--- src/sv/dltq_pkg.sv ---
package dltq_pkg;

  // Default queue depth
  localparam int DEF_CAPACITY = 16;

  // Command codes
  localparam logic [1:0] CMD_INSERT = 2'd0;
  localparam logic [1:0] CMD_TIME   = 2'd1;
  localparam logic [1:0] CMD_POP    = 2'd2;

  // Status codes
  localparam logic [1:0] ST_DONE    = 2'd0;
  localparam logic [1:0] ST_POPPED  = 2'd1;
  localparam logic [1:0] ST_NONE    = 2'd2;
  localparam logic [1:0] ST_FULL    = 2'd3;

  typedef struct packed {
    logic [1:0]  command;
    logic [15:0] time_value;
    logic [7:0]  entry_tag;
  } dltq_in_t;

  typedef struct packed {
    logic [1:0] status;
    logic [7:0] popped_tag;
    logic [4:0] entry_count;
  } dltq_out_t;

  // One stored queue entry
  typedef struct packed {
    logic [15:0] delta;
    logic [7:0]  tag;
  } dltq_entry_t;

endpackage

--- src/sv/delta_list_timer_queue.sv ---
// Sequence: an insert walks past the entries that expire at or before it, reduces the entry
//   it stops on and moves the later entries back; time-passed zeroes the covered entries and
//   reduces the one it stops on; a pop checks the head and, if it has expired, moves the rest
//   down. Commands with nothing to do go straight to the result. The steps share one subtractor.
// Throughput: one command at a time; the next is taken the cycle after the result is
//   registered, which waits until the output register is free. Reset: synchronous, active
//   low; clears the count and control, the store is not cleared.
module delta_list_timer_queue
  import dltq_pkg::*;
#(
  parameter int CAPACITY = DEF_CAPACITY
) (
  input  logic      clk,
  input  logic      rst_n,
  input  logic      in_valid,
  output logic      in_ready,
  input  dltq_in_t  in_data,
  output logic      out_valid,
  input  logic      out_ready,
  output dltq_out_t out_data
);

  localparam int IDX_W = (CAPACITY > 1) ? $clog2(CAPACITY) : 1;
  localparam int CNT_W = $clog2(CAPACITY + 1);
  localparam logic [CNT_W-1:0] CAP_CNT = CNT_W'(CAPACITY);
  localparam logic [CNT_W-1:0] ONE_CNT = CNT_W'(1);

  // Sequencer states
  localparam logic [3:0] S_IDLE    = 4'd0;
  localparam logic [3:0] S_INS_RD  = 4'd1;
  localparam logic [3:0] S_INS_CMP = 4'd2;
  localparam logic [3:0] S_FIX     = 4'd3;
  localparam logic [3:0] S_SHR_RD  = 4'd4;
  localparam logic [3:0] S_SHR_WR  = 4'd5;
  localparam logic [3:0] S_PUT     = 4'd6;
  localparam logic [3:0] S_TP_RD   = 4'd7;
  localparam logic [3:0] S_TP_CMP  = 4'd8;
  localparam logic [3:0] S_POP_RD  = 4'd9;
  localparam logic [3:0] S_POP_CHK = 4'd10;
  localparam logic [3:0] S_SHL_RD  = 4'd11;
  localparam logic [3:0] S_SHL_WR  = 4'd12;
  localparam logic [3:0] S_DONE    = 4'd13;

  logic [3:0]       state_r,  state_nxt;
  logic [1:0]       cmd_r,    cmd_nxt;
  logic [15:0]      acc_r,    acc_nxt;
  logic [7:0]       tag_r,    tag_nxt;
  logic [CNT_W-1:0] pos_r,    pos_nxt;
  logic [CNT_W-1:0] k_r,      k_nxt;
  logic [CNT_W-1:0] count_r,  count_nxt;
  logic [1:0]       status_r, status_nxt;
  logic [7:0]       popped_r, popped_nxt;
  logic             out_valid_r, out_valid_nxt;
  dltq_out_t        out_data_r,  out_data_nxt;

  // Entry memory, one write and one registered read per cycle
  dltq_entry_t      mem [CAPACITY];
  dltq_entry_t      rd_q;
  logic             mem_we, mem_re;
  logic [IDX_W-1:0] mem_waddr, mem_raddr;
  dltq_entry_t      mem_wdata;

  // Shared subtractor; operands swap when the remainder goes into the entry
  logic [15:0] op_x, op_y;
  logic [16:0] sub;
  logic [CNT_W-1:0] km1;

  assign op_x = (state_r == S_FIX) ? rd_q.delta : acc_r;
  assign op_y = (state_r == S_FIX) ? acc_r : rd_q.delta;
  assign sub  = {1'b0, op_x} - {1'b0, op_y};
  assign km1  = k_r - ONE_CNT;

  assign in_ready  = (state_r == S_IDLE);
  assign out_valid = out_valid_r;
  assign out_data  = out_data_r;

  always_ff @(posedge clk) begin
    if (mem_we) begin
      mem[mem_waddr] <= mem_wdata;
    end
    if (mem_re) begin
      rd_q <= mem[mem_raddr];
    end
  end

  // Sequencer
  always_comb begin
    state_nxt     = state_r;
    cmd_nxt       = cmd_r;
    acc_nxt       = acc_r;
    tag_nxt       = tag_r;
    pos_nxt       = pos_r;
    k_nxt         = k_r;
    count_nxt     = count_r;
    status_nxt    = status_r;
    popped_nxt    = popped_r;
    out_valid_nxt = out_valid_r && !out_ready;
    out_data_nxt  = out_data_r;
    mem_we        = 1'b0;
    mem_re        = 1'b0;
    mem_waddr     = '0;
    mem_raddr     = '0;
    mem_wdata     = '0;

    case (state_r)
      S_IDLE: begin
        if (in_valid) begin
          cmd_nxt    = in_data.command;
          acc_nxt    = in_data.time_value;
          tag_nxt    = in_data.entry_tag;
          pos_nxt    = '0;
          popped_nxt = '0;
          status_nxt = ST_DONE;
          state_nxt  = S_DONE;
          case (in_data.command)
            CMD_INSERT: begin
              if (count_r == CAP_CNT) begin
                status_nxt = ST_FULL;
              end else begin
                state_nxt = S_INS_RD;
              end
            end
            CMD_TIME: begin
              if (in_data.time_value != 16'd0) begin
                state_nxt = S_TP_RD;
              end
            end
            CMD_POP: begin
              if (count_r == '0) begin
                status_nxt = ST_NONE;
              end else begin
                state_nxt = S_POP_RD;
              end
            end
            default: state_nxt = S_DONE;
          endcase
        end
      end

      // Insert: walk past entries that expire at or before the new one
      S_INS_RD: begin
        if (pos_r == count_r) begin
          k_nxt     = count_r;
          state_nxt = S_SHR_RD;
        end else begin
          mem_re    = 1'b1;
          mem_raddr = pos_r[IDX_W-1:0];
          state_nxt = S_INS_CMP;
        end
      end

      S_INS_CMP: begin
        if (!sub[16]) begin
          acc_nxt   = sub[15:0];
          pos_nxt   = pos_r + ONE_CNT;
          state_nxt = S_INS_RD;
        end else begin
          state_nxt = S_FIX;
        end
      end

      // Reduce the entry at pos by the remaining amount
      S_FIX: begin
        mem_we    = 1'b1;
        mem_waddr = pos_r[IDX_W-1:0];
        mem_wdata = '{delta: sub[15:0], tag: rd_q.tag};
        if (cmd_r == CMD_INSERT) begin
          k_nxt     = count_r;
          state_nxt = S_SHR_RD;
        end else begin
          state_nxt = S_DONE;
        end
      end

      // Move entries from pos up by one, top first
      S_SHR_RD: begin
        if (k_r > pos_r) begin
          mem_re    = 1'b1;
          mem_raddr = km1[IDX_W-1:0];
          state_nxt = S_SHR_WR;
        end else begin
          state_nxt = S_PUT;
        end
      end

      S_SHR_WR: begin
        mem_we    = 1'b1;
        mem_waddr = k_r[IDX_W-1:0];
        mem_wdata = rd_q;
        k_nxt     = km1;
        state_nxt = S_SHR_RD;
      end

      S_PUT: begin
        mem_we    = 1'b1;
        mem_waddr = pos_r[IDX_W-1:0];
        mem_wdata = '{delta: acc_r, tag: tag_r};
        count_nxt = count_r + ONE_CNT;
        state_nxt = S_DONE;
      end

      // Time passed: zero covered entries, reduce the first one not covered
      S_TP_RD: begin
        if (pos_r == count_r) begin
          state_nxt = S_DONE;
        end else begin
          mem_re    = 1'b1;
          mem_raddr = pos_r[IDX_W-1:0];
          state_nxt = S_TP_CMP;
        end
      end

      S_TP_CMP: begin
        if (!sub[16] && (sub[15:0] != 16'd0)) begin
          acc_nxt   = sub[15:0];
          mem_we    = 1'b1;
          mem_waddr = pos_r[IDX_W-1:0];
          mem_wdata = '{delta: 16'd0, tag: rd_q.tag};
          pos_nxt   = pos_r + ONE_CNT;
          state_nxt = S_TP_RD;
        end else begin
          state_nxt = S_FIX;
        end
      end

      // Pop: check head; if it has expired, move the rest down by one
      S_POP_RD: begin
        mem_re    = 1'b1;
        mem_raddr = '0;
        state_nxt = S_POP_CHK;
      end

      S_POP_CHK: begin
        if (rd_q.delta == 16'd0) begin
          popped_nxt = rd_q.tag;
          status_nxt = ST_POPPED;
          k_nxt      = ONE_CNT;
          state_nxt  = S_SHL_RD;
        end else begin
          status_nxt = ST_NONE;
          state_nxt  = S_DONE;
        end
      end

      S_SHL_RD: begin
        if (k_r < count_r) begin
          mem_re    = 1'b1;
          mem_raddr = k_r[IDX_W-1:0];
          state_nxt = S_SHL_WR;
        end else begin
          count_nxt = count_r - ONE_CNT;
          state_nxt = S_DONE;
        end
      end

      S_SHL_WR: begin
        mem_we    = 1'b1;
        mem_waddr = km1[IDX_W-1:0];
        mem_wdata = rd_q;
        k_nxt     = k_r + ONE_CNT;
        state_nxt = S_SHL_RD;
      end

      // Hand the result to the output register once it is free
      S_DONE: begin
        if (!out_valid_r || out_ready) begin
          out_valid_nxt            = 1'b1;
          out_data_nxt.status      = status_r;
          out_data_nxt.popped_tag  = popped_r;
          out_data_nxt.entry_count = 5'(count_r);
          state_nxt                = S_IDLE;
        end
      end

      default: state_nxt = S_IDLE;
    endcase
  end

  // Control registers
  always_ff @(posedge clk) begin
    if (!rst_n) begin
      state_r     <= S_IDLE;
      count_r     <= '0;
      out_valid_r <= 1'b0;
    end else begin
      state_r     <= state_nxt;
      count_r     <= count_nxt;
      out_valid_r <= out_valid_nxt;
    end
  end

  // Working and payload registers
  always_ff @(posedge clk) begin
    cmd_r      <= cmd_nxt;
    acc_r      <= acc_nxt;
    tag_r      <= tag_nxt;
    pos_r      <= pos_nxt;
    k_r        <= k_nxt;
    status_r   <= status_nxt;
    popped_r   <= popped_nxt;
    out_data_r <= out_data_nxt;
  end

  // Entry count stays within the queue depth
  a_count_range: assert property (@(posedge clk) disable iff (!rst_n)
    count_r <= CAP_CNT)
    else $error("entry count above capacity");

  // A command transfer makes the block busy in the next cycle
  a_busy_after_accept: assert property (@(posedge clk) disable iff (!rst_n)
    in_valid && in_ready |=> !in_ready)
    else $error("ready held after command transfer");

  // A refused insert is loaded into the result only with a full queue
  a_full_status: assert property (@(posedge clk) disable iff (!rst_n)
    state_r == S_DONE && (!out_valid_r || out_ready) && status_r == ST_FULL |->
      count_r == CAP_CNT)
    else $error("full status with room left");

  // A pop result raising out_valid carries the tag held when it was loaded; the count is unchanged
  a_pop_count: assert property (@(posedge clk) disable iff (!rst_n)
    $rose(out_valid) && out_data.status == ST_POPPED |->
      count_r == $past(count_r) && out_data.popped_tag == $past(popped_r))
    else $error("pop result inconsistent");

endmodule

--- config.mk ---
export PLATFORM = sky130hd
export DESIGN_NAME = delta_list_timer_queue
export DESIGN_NICKNAME = d
export VERILOG_FILES = /design/src/sv/dltq_pkg.sv /design/src/sv/delta_list_timer_queue.sv
export SDC_FILE = /design/constraint.sdc
export NUM_CORES = 1
export LEC_CHECK = 0
export CAP_MARGIN = 15
export CORE_UTILIZATION = 40
export CTS_CLUSTER_SIZE = 12
export DETAILED_ROUTE_END_ITERATION = 10
export DONT_BUFFER_PORTS = 1
export MAX_ROUTING_LAYER = met4
export SLEW_MARGIN = 10
export SYNTH_ARGS = -nofsm -noshare
export SYNTH_HDL_FRONTEND = slang
export SYNTH_SLANG_ARGS = --single-unit
--- constraint.sdc ---
create_clock -name clk -period 7.8 [get_ports clk]
set_input_delay 0.78 -clock clk [delete_from_list [all_inputs] [get_ports clk]]
set_output_delay 0.78 -clock clk [all_outputs]
set_load 0.01 [all_outputs]
==> results.md <==
* WL per Instance at 22.4 um
* Syn-to-layout area delta at 11.4%
* Fin. Hold Viols at 0
* Reg-to-Reg End: mem[13][14]$_DFFE_PP_
* Post-route clock skew at 0.0373 ns
* Startpoint Class: flop
* Reg2reg start: state_r[2]$_SDFFE_PN0P_
* Final instance area at 24100 um^2
* Count of pins over their slew limit at 0
* Gr usage total at 20.4%
* Critical Path End: mem[13][14]$_DFFE_PP_
* H-tree levels at 2
* Leakage at 7.87 nW
* Clock buffer depth at 3
* Crit path required time at 8.00 ns
* Buf/Inv on CP at 1
* Least-Margin Pin Slew at 1.12 ns
* Starting Density at 40.8%
* Syn_area_per_cell at 12.8 um^2
* Nets at 1736
* Clock period minus worst slack at 5.75 ns
* Synth unique cells at 84
* Status: completed
* Hold Crit Class: in -> reg
* Number of diodes at 0
* Critical Path Fanout Max at 41
* Total Routed Length at 54000 um
* First-pass DRT Iterations at 5
* Chip Width at 234 um
* Root Buffer: clkbuf_16
* Chip height at 234 um
* Peak supply drop at 0.200 mV
* Ys flop type: edfxtp_1
* Vias in the first global route at 13500
* Site Rows at 84
* Setup TNS Final at 0 ns
* Initial antenna violation count at 0
* Grt ovf at 0
* Asr flop ratio synth at 0%
* Worst EP arrival at 5.95 ns
* Number of CTS-inserted buffers at 49
* Port Buffers at 0
* Dpl hpwl at 34300 um
* Number of synthesized flops with an enable pin at 469
* Most frequent cells in the layout: edfxtp_1 (469), nand2_1 (264), o21ai_0 (66)
* Worst Reg-to-Reg Cells at 15
* Layout Utilization at 45.4%
* RSZ-0062 raised after global routing: false
* Levels on crit path at 15
* Fraction of layout cells with a size suffix above 1 at 9.09%
* Die area at 54900 um^2
* Maxcap violations at 0
* Clk_lat worst skew at 0.61 ns
* Crit path from: state_r[2]$_SDFFE_PN0P_
* Iter 0 DRT Violations at 1170
* Synth Register Bits at 479
* Routed Antenna Nets at 0
* Yosys warning count at 0
* Leading area contributor after synthesis: edfxtp_1
* Top cell type's share of synthesized area at 65.2%
* Max transition margin at 24.9%
* Gpl congestion at 0.883
* Mapped Area at 21600 um^2
* Clock Sinks at 479
* Flop2flop setup slack at 2.05 ns
* Vias/cell at 5.80
* CP delay by family, top: simple AND/OR/NAND/NOR gates
* First-pass GRT wire length at 82100 um
* Hold Buf Count CTS at 0
* I/O Pins at 47
* CP Capture Type: flop
* DRC at 0
* Seq/Total Area, Yosys at 66.1%
* CTS tree: done
* Synth top area cells: edfxtp_1 (65%), nand2_1 (4.6%), mux2i_1 (2.6%), a32oi_1 (1.9%), a211oi_1 (1.9%)
* Post_cts resized at 0
* Core footprint at 53000 um^2
* Period utilisation layout at 73.8%
* Net Count, Synth at 1737
* Most common cell after layout, fill and taps aside: edfxtp_1
* WHS Path Cells at 0
* Largest net degree at the start of global routing at 140
* Setup violators final at 0
* Critical-path cell with the highest stage delay: a2111oi_0
* Power Dens Cells at 399 nW/um^2
* CP Cell Sequence: nand4bb_2, buf_4, a22oi_1, ha_1, nand2b_1, o21ai_0, o211ai_1, nand4b_1, o221a_1, a21oi_1, a2111oi_0, or2_1, nor3_1, or4_4, nor2_4
* Clock-pin slew on the worst setup and hold paths at 0.06 ns
* Max Clk Rate at 0.174 GHz
* Max incr delay on CP at 0.83 ns
* DR vias at 13900
* DP Area at 22600 um^2
* Synth Instances at 1690
* CP Class: reg -> reg
* # Post-CTS Setup Buffers at 0
## flip-flops by register name (all words and copies together), names as in the netlist
register	count
cmd_r	2
k_r	5
mem	384
count_r	5
rd_q	24
acc_r	16
out_valid	1
pos_r	5
state_r	4
tag_r	8
status_r	2
popped_r	8
out_data	15
## how the worst min path moves through the flow
stage                             end  slack [ns]                 startpoint
3_3_place_gp    out_data[6]$_DFFE_PP_        0.40  popped_r[1]$_SDFFCE_PN0P_
3_5_place_dp    out_data[5]$_DFFE_PP_        0.41  popped_r[0]$_SDFFCE_PN0P_
2_1_floorplan  out_data[10]$_DFFE_PP_        0.40  popped_r[5]$_SDFFCE_PN0P_
4_1_cts            cmd_r[1]$_DFFE_PP_        0.23                in_data[25]
6_report           tag_r[1]$_DFFE_PP_        0.26                 in_data[1]
5_1_grt            cmd_r[1]$_DFFE_PP_        0.25                in_data[25]
## per-stage QoR
step | setup WS, ns | std cells | power [mW] | hold slack [ns]
after detailed placement | 2.08 | 2326 | 7.42 | 0.405
after CTS | 2.05 | 2405 | 9.66 | 0.235
after global routing | 1.51 | 2405 | 10.1 | 0.247
after floorplan | 1.74 | 1690 | 6.19 | 0.400
after global placement | 2.19 | 2325 | 7.39 | 0.401
final | 2.05 | 2405 | 9.61 | 0.264
## report_power, final
| group | switching, mW | internal (mW) |
|---|---|---|
| clock network | 0.975 | 1.24 |
| logic | 2.39 | 1.21 |
| registers | 0.350 | 3.45 |
| total | 3.71 | 5.90 |
## layout make-up
cell class | instances | area, um^2
multi-input combinational | 1076 | 6940
clock inverter | 11 | 155
sequential | 479 | 14300
fill | 4745 | 28900
inverter | 37 | 139
clock buffer | 68 | 1320
timing repair buffer | 46 | 374
tap | 688 | 861
## metal layers
metal,wire length [um],track usage (%),share of wire (%)
met1,24800,28.2,46
met2,24900,31.3,46
met5,0,-,0
met3,2980,2.83,5.5
met4,1240,5.79,2.3
## Yosys cell counts, types with 4 or more instances
cell      number
or3_1          5
o211ai_1       7
nor2_1        62
nand3_1       24
a22oi_1       20
nor2b_1       21
a21boi_0       6
nor4_1         9
and2_0         5
nand2b_1      27
o22ai_1        6
and2_1        60
a21oi_1       28
edfxtp_1     469
xor2_1        10
buf_1          8
xnor2_1       29
a32oi_1       48
mux2i_1       56
a22o_1        12
maj3_1        13
inv_1         37
or2_2         11
a31oi_1       53
clkbuf_1      83
mux2_2         4
and4_1        24
and3_1         4
o21ai_1        5
o21ai_0       66
o21a_1         4
buf_2          6
nand4_1        7
ha_1          16
o221ai_1       4
a211oi_1      54
o31ai_1        4
a21o_1        13
dfxtp_1       10
nand2_1      264
nor3_1        28
## worst register-to-register path, delay by kind of cell (launching register included)
family,cells,cell delay (ns)
AND/OR/NAND/NOR,7,2.22
AO/OA/AOI/OAI,6,1.70
flip-flops,1,0.73
buffers and inverters,1,0.42
adder cells (fa/ha/maj),1,0.28
## kinds of logic (layout without fill, tap and decap cells)
| logic type | Yosys count | in the layout | synth area share [%] |
|---|---|---|---|
| AO/OA/AOI/OAI | 373 | 373 | 12.3 |
| XOR/XNOR | 39 | 39 | 1.58 |
| adder cells (fa/ha/maj) | 31 | 31 | 1.67 |
| buffers and inverters | 135 | 162 | 2.40 |
| flip-flops | 479 | 479 | 66.1 |
| multiplexers | 60 | 60 | 2.80 |
| AND/OR/NAND/NOR | 573 | 573 | 13.1 |
No activity file was read; power rests on OpenSTA's default activity.
